--- config.mk ---
export PLATFORM = sky130hd
export DESIGN_NAME = graph_adjacency_hop_query
export DESIGN_NICKNAME = d
export VERILOG_FILES = /design/src/sv/gahq_pkg.sv /design/src/sv/gahq_row_ram.sv /design/src/sv/graph_adjacency_hop_query.sv
export SDC_FILE = /design/constraint.sdc
export NUM_CORES = 2
export LEC_CHECK = 0
export BUFFER_PORTS_ARGS = -buffer_cell sky130_fd_sc_hd__buf_2
export CORE_ASPECT_RATIO = 0.9
export CORE_MARGIN = 3
export CORE_UTILIZATION = 45
export DETAILED_ROUTE_END_ITERATION = 6
export GPL_ROUTABILITY_DRIVEN = 0
export GPL_TIMING_DRIVEN = 0
export PLACE_DENSITY_LB_ADDON = 0.15
export SYNTH_ARGS = -nofsm -noshare
export SYNTH_HDL_FRONTEND = slang
export SYNTH_SLANG_ARGS = --single-unit
--- constraint.sdc ---
create_clock -name i_clk -period 12.1 [get_ports i_clk]
set_input_delay 0.605 -clock i_clk [delete_from_list [all_inputs] [get_ports i_clk]]
set_output_delay 0.605 -clock i_clk [all_outputs]
set_load 0.01 [all_outputs]
--- src/sv/gahq_pkg.sv ---
// Shared types and constants of the graph adjacency hop query block.
`timescale 1ns / 1ps
package gahq_pkg;

    localparam int VMAX = 32;
    localparam int VW   = $clog2(VMAX);

    typedef logic [VMAX-1:0] t_row;

    typedef enum logic [2:0] {
        OP_ADD  = 3'd0,
        OP_REM  = 3'd1,
        OP_TEST = 3'd2,
        OP_HOP  = 3'd3,
        OP_CNT  = 3'd4
    } t_op;

    typedef enum logic [2:0] {
        S_IDLE,
        S_ROWA,
        S_ROWB,
        S_CNT,
        S_LVL,
        S_LVL_END,
        S_EMIT,
        S_FIN
    } t_state;

    // Row store access from the sequencer
    typedef struct packed {
        logic [VW-1:0] rd_addr;
        logic          we;
        logic [VW-1:0] wr_addr;
        t_row          wr_data;
    } t_ram_req;

endpackage

--- src/sv/gahq_row_ram.sv ---
// Adjacency row store with per-row valid bits that reset clears.
`timescale 1ns / 1ps
module gahq_row_ram (
    input  logic              i_clk,
    input  logic              i_rst_n,
    input  gahq_pkg::t_ram_req i_req,
    output gahq_pkg::t_row    o_rd_data
);
    import gahq_pkg::*;

    t_row             r_mem [VMAX];
    logic [VMAX-1:0]  r_vld;
    t_row             r_rd_data;

    // Track written rows
    always_ff @(posedge i_clk) begin
        if (!i_rst_n) begin
            r_vld <= '0;
        end else if (i_req.we) begin
            r_vld[i_req.wr_addr] <= 1'b1;
        end
    end

    // Write port and registered read; unwritten rows read as zero
    always_ff @(posedge i_clk) begin
        if (i_req.we) begin
            r_mem[i_req.wr_addr] <= i_req.wr_data;
        end
        r_rd_data <= r_vld[i_req.rd_addr] ? r_mem[i_req.rd_addr] : '0;
    end

    assign o_rd_data = r_rd_data;

endmodule

--- src/sv/graph_adjacency_hop_query.sv ---
// Top level: edge operations, neighbor count and breadth-first hop query.
// Edge add/remove update the row of a, then mirror into the row of b (read only when
// nothing changes); edge test reads a row; neighbor count is a bit scan. A hop query
// reads all rows per level, closes it, emits; absent/isolated sources stop early.
// busy is high while an item runs; results come at most one per cycle, no stalls.
// Synchronous active-low reset clears the graph and the vertex count.
`timescale 1ns / 1ps
module graph_adjacency_hop_query (
    input  logic       i_clk,
    input  logic       i_rst_n,
    input  logic       start,
    output logic       busy,
    input  logic [2:0] i_op,
    input  logic [4:0] i_vertex_a,
    input  logic [4:0] i_vertex_b,
    input  logic [4:0] i_hop_limit,
    output logic       o_valid,
    output logic       o_found,
    output logic [4:0] o_vertex,
    output logic [4:0] o_distance,
    output logic [5:0] o_neighbor_count,
    output logic       o_last
);
    import gahq_pkg::*;

    localparam logic [VW-1:0] IDX_END = VW'(VMAX - 1);

    t_state        r_state, n_state;
    t_op           r_op, n_op;
    logic [VW-1:0] r_a, n_a, r_b, n_b, r_lim, n_lim;
    logic [VW:0]   r_vc, n_vc;
    logic [VW-1:0] r_idx, n_idx;
    logic [VW:0]   r_dist, n_dist;
    t_row          r_vis, n_vis, r_front, n_front, r_acc, n_acc;
    logic          r_pend, n_pend;
    logic [5:0]    r_cnt, n_cnt;
    logic          r_hv, n_hv;
    logic [VW-1:0] r_pv, n_pv, r_pd, n_pd;
    logic          r_ov, n_ov, r_of, n_of, r_ol, n_ol;
    logic [4:0]    r_overt, n_overt, r_odist, n_odist;
    logic [5:0]    r_ocnt, n_ocnt;

    t_ram_req      ram_req;
    t_row          rd_data;
    logic          pa, pb, had;
    t_row          lvl_next;

    gahq_row_ram u_ram (
        .i_clk     (i_clk),
        .i_rst_n   (i_rst_n),
        .i_req     (ram_req),
        .o_rd_data (rd_data)
    );

    assign pa       = {1'b0, r_a} < r_vc;
    assign pb       = {1'b0, r_b} < r_vc;
    assign had      = pa && pb && rd_data[r_b];
    assign lvl_next = (r_acc | (r_pend ? rd_data : '0)) & ~r_vis;

    // Control registers
    always_ff @(posedge i_clk) begin
        if (!i_rst_n) begin
            r_state <= S_IDLE;
            r_vc    <= '0;
            r_ov    <= 1'b0;
        end else begin
            r_state <= n_state;
            r_vc    <= n_vc;
            r_ov    <= n_ov;
        end
    end

    // Payload registers
    always_ff @(posedge i_clk) begin
        r_op    <= n_op;
        r_a     <= n_a;
        r_b     <= n_b;
        r_lim   <= n_lim;
        r_idx   <= n_idx;
        r_dist  <= n_dist;
        r_vis   <= n_vis;
        r_front <= n_front;
        r_acc   <= n_acc;
        r_pend  <= n_pend;
        r_cnt   <= n_cnt;
        r_hv    <= n_hv;
        r_pv    <= n_pv;
        r_pd    <= n_pd;
        r_of    <= n_of;
        r_ol    <= n_ol;
        r_overt <= n_overt;
        r_odist <= n_odist;
        r_ocnt  <= n_ocnt;
    end

    // Sequencer: next state, row store access and result transfer
    always_comb begin
        n_state = r_state;
        n_op    = r_op;
        n_a     = r_a;
        n_b     = r_b;
        n_lim   = r_lim;
        n_vc    = r_vc;
        n_idx   = r_idx;
        n_dist  = r_dist;
        n_vis   = r_vis;
        n_front = r_front;
        n_acc   = r_acc;
        n_pend  = r_pend;
        n_cnt   = r_cnt;
        n_hv    = r_hv;
        n_pv    = r_pv;
        n_pd    = r_pd;
        n_ov    = 1'b0;
        n_of    = 1'b0;
        n_ol    = 1'b1;
        n_overt = '0;
        n_odist = '0;
        n_ocnt  = '0;
        ram_req.rd_addr = r_a;
        ram_req.we      = 1'b0;
        ram_req.wr_addr = r_a;
        ram_req.wr_data = rd_data;

        unique case (r_state)
            S_IDLE: begin
                ram_req.rd_addr = i_vertex_a;
                if (start) begin
                    n_op    = t_op'(i_op);
                    n_a     = i_vertex_a;
                    n_b     = i_vertex_b;
                    n_lim   = i_hop_limit;
                    n_state = S_ROWA;
                end
            end
            S_ROWA: begin
                ram_req.rd_addr = r_b;
                unique case (r_op)
                    OP_ADD: begin
                        if (had) begin
                            n_ov    = 1'b1;
                            n_of    = 1'b1;
                            n_state = S_IDLE;
                        end else begin
                            ram_req.we      = 1'b1;
                            ram_req.wr_data = rd_data | (t_row'(1) << r_b);
                            if ({1'b0, r_a} >= n_vc) n_vc = {1'b0, r_a} + 1'b1;
                            if ({1'b0, r_b} >= n_vc) n_vc = {1'b0, r_b} + 1'b1;
                            n_state = S_ROWB;
                        end
                    end
                    OP_REM: begin
                        if (had) begin
                            ram_req.we      = 1'b1;
                            ram_req.wr_data = rd_data & ~(t_row'(1) << r_b);
                            n_state         = S_ROWB;
                        end else begin
                            n_ov    = 1'b1;
                            n_state = S_IDLE;
                        end
                    end
                    OP_TEST: begin
                        n_ov    = 1'b1;
                        n_of    = had;
                        n_state = S_IDLE;
                    end
                    OP_CNT: begin
                        if (pa) begin
                            n_acc   = rd_data;
                            n_cnt   = {5'd0, rd_data[r_a]};
                            n_idx   = '0;
                            n_state = S_CNT;
                        end else begin
                            n_ov    = 1'b1;
                            n_state = S_IDLE;
                        end
                    end
                    OP_HOP: begin
                        if (!pa || rd_data == '0) begin
                            n_ov    = 1'b1;
                            n_state = S_IDLE;
                        end else begin
                            n_vis   = t_row'(1) << r_a;
                            n_front = t_row'(1) << r_a;
                            n_dist  = (VW+1)'(1);
                            n_hv    = 1'b0;
                            n_idx   = '0;
                            n_acc   = '0;
                            n_pend  = 1'b0;
                            n_state = (r_lim == '0) ? S_FIN : S_LVL;
                        end
                    end
                    default: begin
                        n_ov    = 1'b1;
                        n_state = S_IDLE;
                    end
                endcase
            end
            S_ROWB: begin
                // Mirror the change into the other endpoint's row
                ram_req.we      = 1'b1;
                ram_req.wr_addr = r_b;
                ram_req.wr_data = (r_op == OP_ADD) ? (rd_data | (t_row'(1) << r_a))
                                                   : (rd_data & ~(t_row'(1) << r_a));
                n_ov    = 1'b1;
                n_of    = (r_op == OP_REM);
                n_state = S_IDLE;
            end
            S_CNT: begin
                n_cnt = r_cnt + {5'd0, r_acc[r_idx]};
                n_idx = r_idx + 1'b1;
                if (r_idx == IDX_END) begin
                    n_ov    = 1'b1;
                    n_ocnt  = n_cnt;
                    n_state = S_IDLE;
                end
            end
            S_LVL: begin
                // Read every row, OR in those on the frontier
                ram_req.rd_addr = r_idx;
                n_pend = r_front[r_idx];
                if (r_pend) n_acc = r_acc | rd_data;
                n_idx = r_idx + 1'b1;
                if (r_idx == IDX_END) n_state = S_LVL_END;
            end
            S_LVL_END: begin
                n_front = lvl_next;
                n_vis   = r_vis | lvl_next;
                n_idx   = '0;
                n_state = S_EMIT;
            end
            S_EMIT: begin
                // Hold one result back so the final one can carry last
                if (r_front[r_idx]) begin
                    if (r_hv) begin
                        n_ov    = 1'b1;
                        n_of    = 1'b1;
                        n_ol    = 1'b0;
                        n_overt = r_pv;
                        n_odist = r_pd;
                    end
                    n_hv = 1'b1;
                    n_pv = r_idx;
                    n_pd = r_dist[VW-1:0];
                end
                n_idx = r_idx + 1'b1;
                if (r_idx == IDX_END) begin
                    if (r_front != '0 && r_dist < {1'b0, r_lim}) begin
                        n_dist  = r_dist + 1'b1;
                        n_acc   = '0;
                        n_pend  = 1'b0;
                        n_state = S_LVL;
                    end else begin
                        n_state = S_FIN;
                    end
                end
            end
            S_FIN: begin
                n_ov    = 1'b1;
                n_of    = r_hv;
                n_overt = r_hv ? r_pv : '0;
                n_odist = r_hv ? r_pd : '0;
                n_state = S_IDLE;
            end
            default: begin
                n_state = S_IDLE;
            end
        endcase
    end

    assign busy             = (r_state != S_IDLE);
    assign o_valid          = r_ov;
    assign o_found          = r_of;
    assign o_vertex         = r_overt;
    assign o_distance       = r_odist;
    assign o_neighbor_count = r_ocnt;
    assign o_last           = r_ol;

`ifndef SYNTHESIS
    a_last_idle: assert property (@(posedge i_clk) disable iff (!i_rst_n)
        o_valid && o_last |-> !busy)
        else $error("final result while item still running");
    a_mid_busy: assert property (@(posedge i_clk) disable iff (!i_rst_n)
        o_valid && !o_last |-> busy)
        else $error("non-final result after item ended");
    a_mid_found: assert property (@(posedge i_clk) disable iff (!i_rst_n)
        o_valid && !o_last |-> o_found)
        else $error("non-final result without a vertex");
    a_vc_grows: assert property (@(posedge i_clk) disable iff (!i_rst_n)
        1'b1 |=> r_vc >= $past(r_vc))
        else $error("vertex count shrank");
`endif

endmodule
==> impl_results.md <==
- Run status: complete, but fails checks
- Failing checks: design-rule violations, max-capacitance violations, max-slew violations
- Post-route cell area: 0.06185 mm2
- Number of global-route vias before repair: 35.10k
- Post-synth EDFFs: 1,167
- Slack of the critical path: 6835 ps
- Leading cell type in the layout, fill and taps excluded: edfxtp_1
- Die width: 367.8 um
- Most used cell, CP: clkbuf_1
- Setup CP Type: reg2reg
- Mapped Area: 0.05303 mm2
- TNS Setup: 0 ps
- Number of synthesized register bits: 1,259
- Iter 0 DRT Violations: 5,390
- Final WL: 174,900 um
- Post-CTS sizing: 0
- Clk root buf: clkbuf_16
- First-pass GRT wire length: 250,000 um
- Syn. warnings: 0
- Leakage power total: 20.92 nW
- Sink Count: 1,259
- Post-route antenna net violation count: 0
- Clock skew: 47.32 ps
- Final Max Slew Viols: 6
- Crit path DAT: 5850 ps
- Starting Density: 45.69%
- Syn Inst Count: 4,103
- # diodes: 0
- Area Growth Syn to Fin: 16.64%
- CP max stage delay: 1200 ps
- Final period util: 43.52%
- Post-route DRC: 3
- Core area: 0.1160 mm2
- CP Data Required Time: 12,680 ps
- Post-synth cell types: 71
- Post-CTS setup buffers: 0
- CTS Buffer Depth: 3
- Largest area contributor in the netlist: edfxtp_1
- Final hold violations: 0
- Hold Path Class: in2reg
- Die ar.: 0.1220 mm2
- RSZ-0062 raised after global routing: no
- Sequential element share of the synthesized area: 69.56%
- TritonCTS clock tree: yes
- Total CTS buffers: 134
- Post-synth ARST share: 0%
- Chip Height: 331.7 um
- Post-route minimum period: 5265 ps
- Htree depth: 4
- Critical path cell sequence: clkbuf_1 > nor2_1 > o211ai_1 > nand2_1 > nor2_2 > clkbuf_1 > a32oi_1 > a221o_1 > nor4_1 > nor4_2
- DR vias: 37.17k
- Synth top area share: 66.09%
- Worst Tran Pin Value: 1559 ps
- GRT Residual Overflow: 0
- Num ports: 41
- Pwr Total: 10.66 mW
- Finish-stage setup viols: 0
- FP Rows: 118
- Number of max-cap violations: 4
- Rel. slew slack: -4.902%
- CP Launch Type: flop
- Slowest CP cell: nor4_1
- Syn avg cell area: 12.92 um2
- Synth top area cells: edfxtp_1, nand2_1, dfxtp_1
- Clock latency on the worst-skew pair: 790 ps
- Critical R2R Launch: r_idx[2]
- WP buf/inv: 2
- Crit path max fanout: 10
- Nets: 4,420
- Hold buffers post-CTS: 15
- Overall routing resource usage: 28.17%
- First drt pass iteration count: 7
- Placement Cell Area: 0.05744 mm2
- Most frequent cells in the layout: edfxtp_1, nand2_1, clkbuf_1
- Post-Place Setup Slack: 6960 ps
- Vias/cell: 6.163
- Largest net degree at the start of global routing: 65
- Peak supply drop: 148.5 uV
- Peak Freq: 189.9 MHz
- Syn_nets: 4,159
- Layout cell share with drive strength beyond 1: 12.06%
- Hold path start: i_op[2]
- Initial antenna violation count: 4
- Wirelength per Cell: 29.01 um
- Clock-pin slew on the worst setup and hold paths: 60 ps
- Power per standard cell area: 172.3 mW/mm2
- Top cell family by delay on the critical path: simple AND/OR/NAND/NOR gates
- Synth Flop Type: edfxtp_1
- HPWL after DPL: 123,500 um
- Worst Setup SP: r_idx[2]
- Worst setup EP type: flop
- Port-buffer cells: 39
## report_power, final
part / total, mW / internal [mW] / switching, mW
logic: 1.60 / 0.448 / 1.16
registers: 5.05 / 4.96 / 0.0825
clock network: 4.01 / 2.25 / 1.76
total: 10.7 / 7.66 / 2.99
## Yosys cell counts (65+ instances only)
cell type  number
edfxtp_1     1167
nand2_1       882
a21oi_1       224
clkbuf_1      176
and3_1        144
nor2_1        132
a31oi_1       131
nand3_1       114
o21ai_0        99
mux2i_1        96
dfxtp_1        92
a211oi_1       72
buf_2          67
a32oi_1        65
## sequential cells by signal, indices dropped and copies added, names as in the netlist, 6 cells and up
register / count
r_vc: 6
u_ram.r_mem: 1024
u_ram.r_vld: 32
r_cnt: 6
o_neighbor_count: 6
r_dist: 6
u_ram.o_rd_data: 32
r_acc: 32
r_front: 32
r_vis: 32
## cell families (layout without fill, tap and decap cells)
family,count (synthesis),in the layout,synth area share (%)
flip-flops,1259,1259,69.56
adder cells (fa/ha/maj),35,35,0.8259
buffers and inverters,318,686,2.562
AO/OA/AOI/OAI,865,865,10.90
multiplexers,130,130,3.129
AND/OR/NAND/NOR,1482,1482,12.79
XOR/XNOR,14,14,0.2312
## final timing paths
path                            cells past startpoint  slack [ps]                 end
worst min register to register                      0         440             r_pv[2]
worst min-delay path                                1          50             r_op[2]
worst max register to register                     10        6830  u_ram.o_rd_data[9]
worst max-delay path                               10        6830  u_ram.o_rd_data[9]
## area by class of cell
| cell class | count | area [um2] |
|---|---|---|
| tap | 1560 | 1952 |
| clock inverter | 74 | 670.6 |
| multi-input combinational | 2526 | 15450 |
| buffer | 290 | 1254 |
| sequential | 1259 | 36890 |
| clock buffer | 169 | 3588 |
| fill | 9844 | 54200 |
| timing repair buffer | 125 | 1939 |
| inverter | 28 | 105.1 |
## layer usage
layer / GRT usage, % / share of wire, % / vias up
met5: 0 / 0 / -
met4: 11.65 / 4.4 / 0
met3: 5.771 / 10 / 417
met2: 41.38 / 43 / 2029
met1: 40.92 / 42 / 18600
li1: - / - / 16120
## per-stage QoR
stage | utilization [%] | hold slack, ps | instances
5_1_grt | 53.30 | 23.35 | 6031
3_3_place_gp | 47.54 | 434.6 | 5702
6_report | 53.30 | 45.41 | 6031
3_5_place_dp | 49.50 | 430.2 | 5773
4_1_cts | 53.30 | 1.543 | 6031
2_1_floorplan | - | 420.3 | 4103
(Power assumes the default switching activity.)
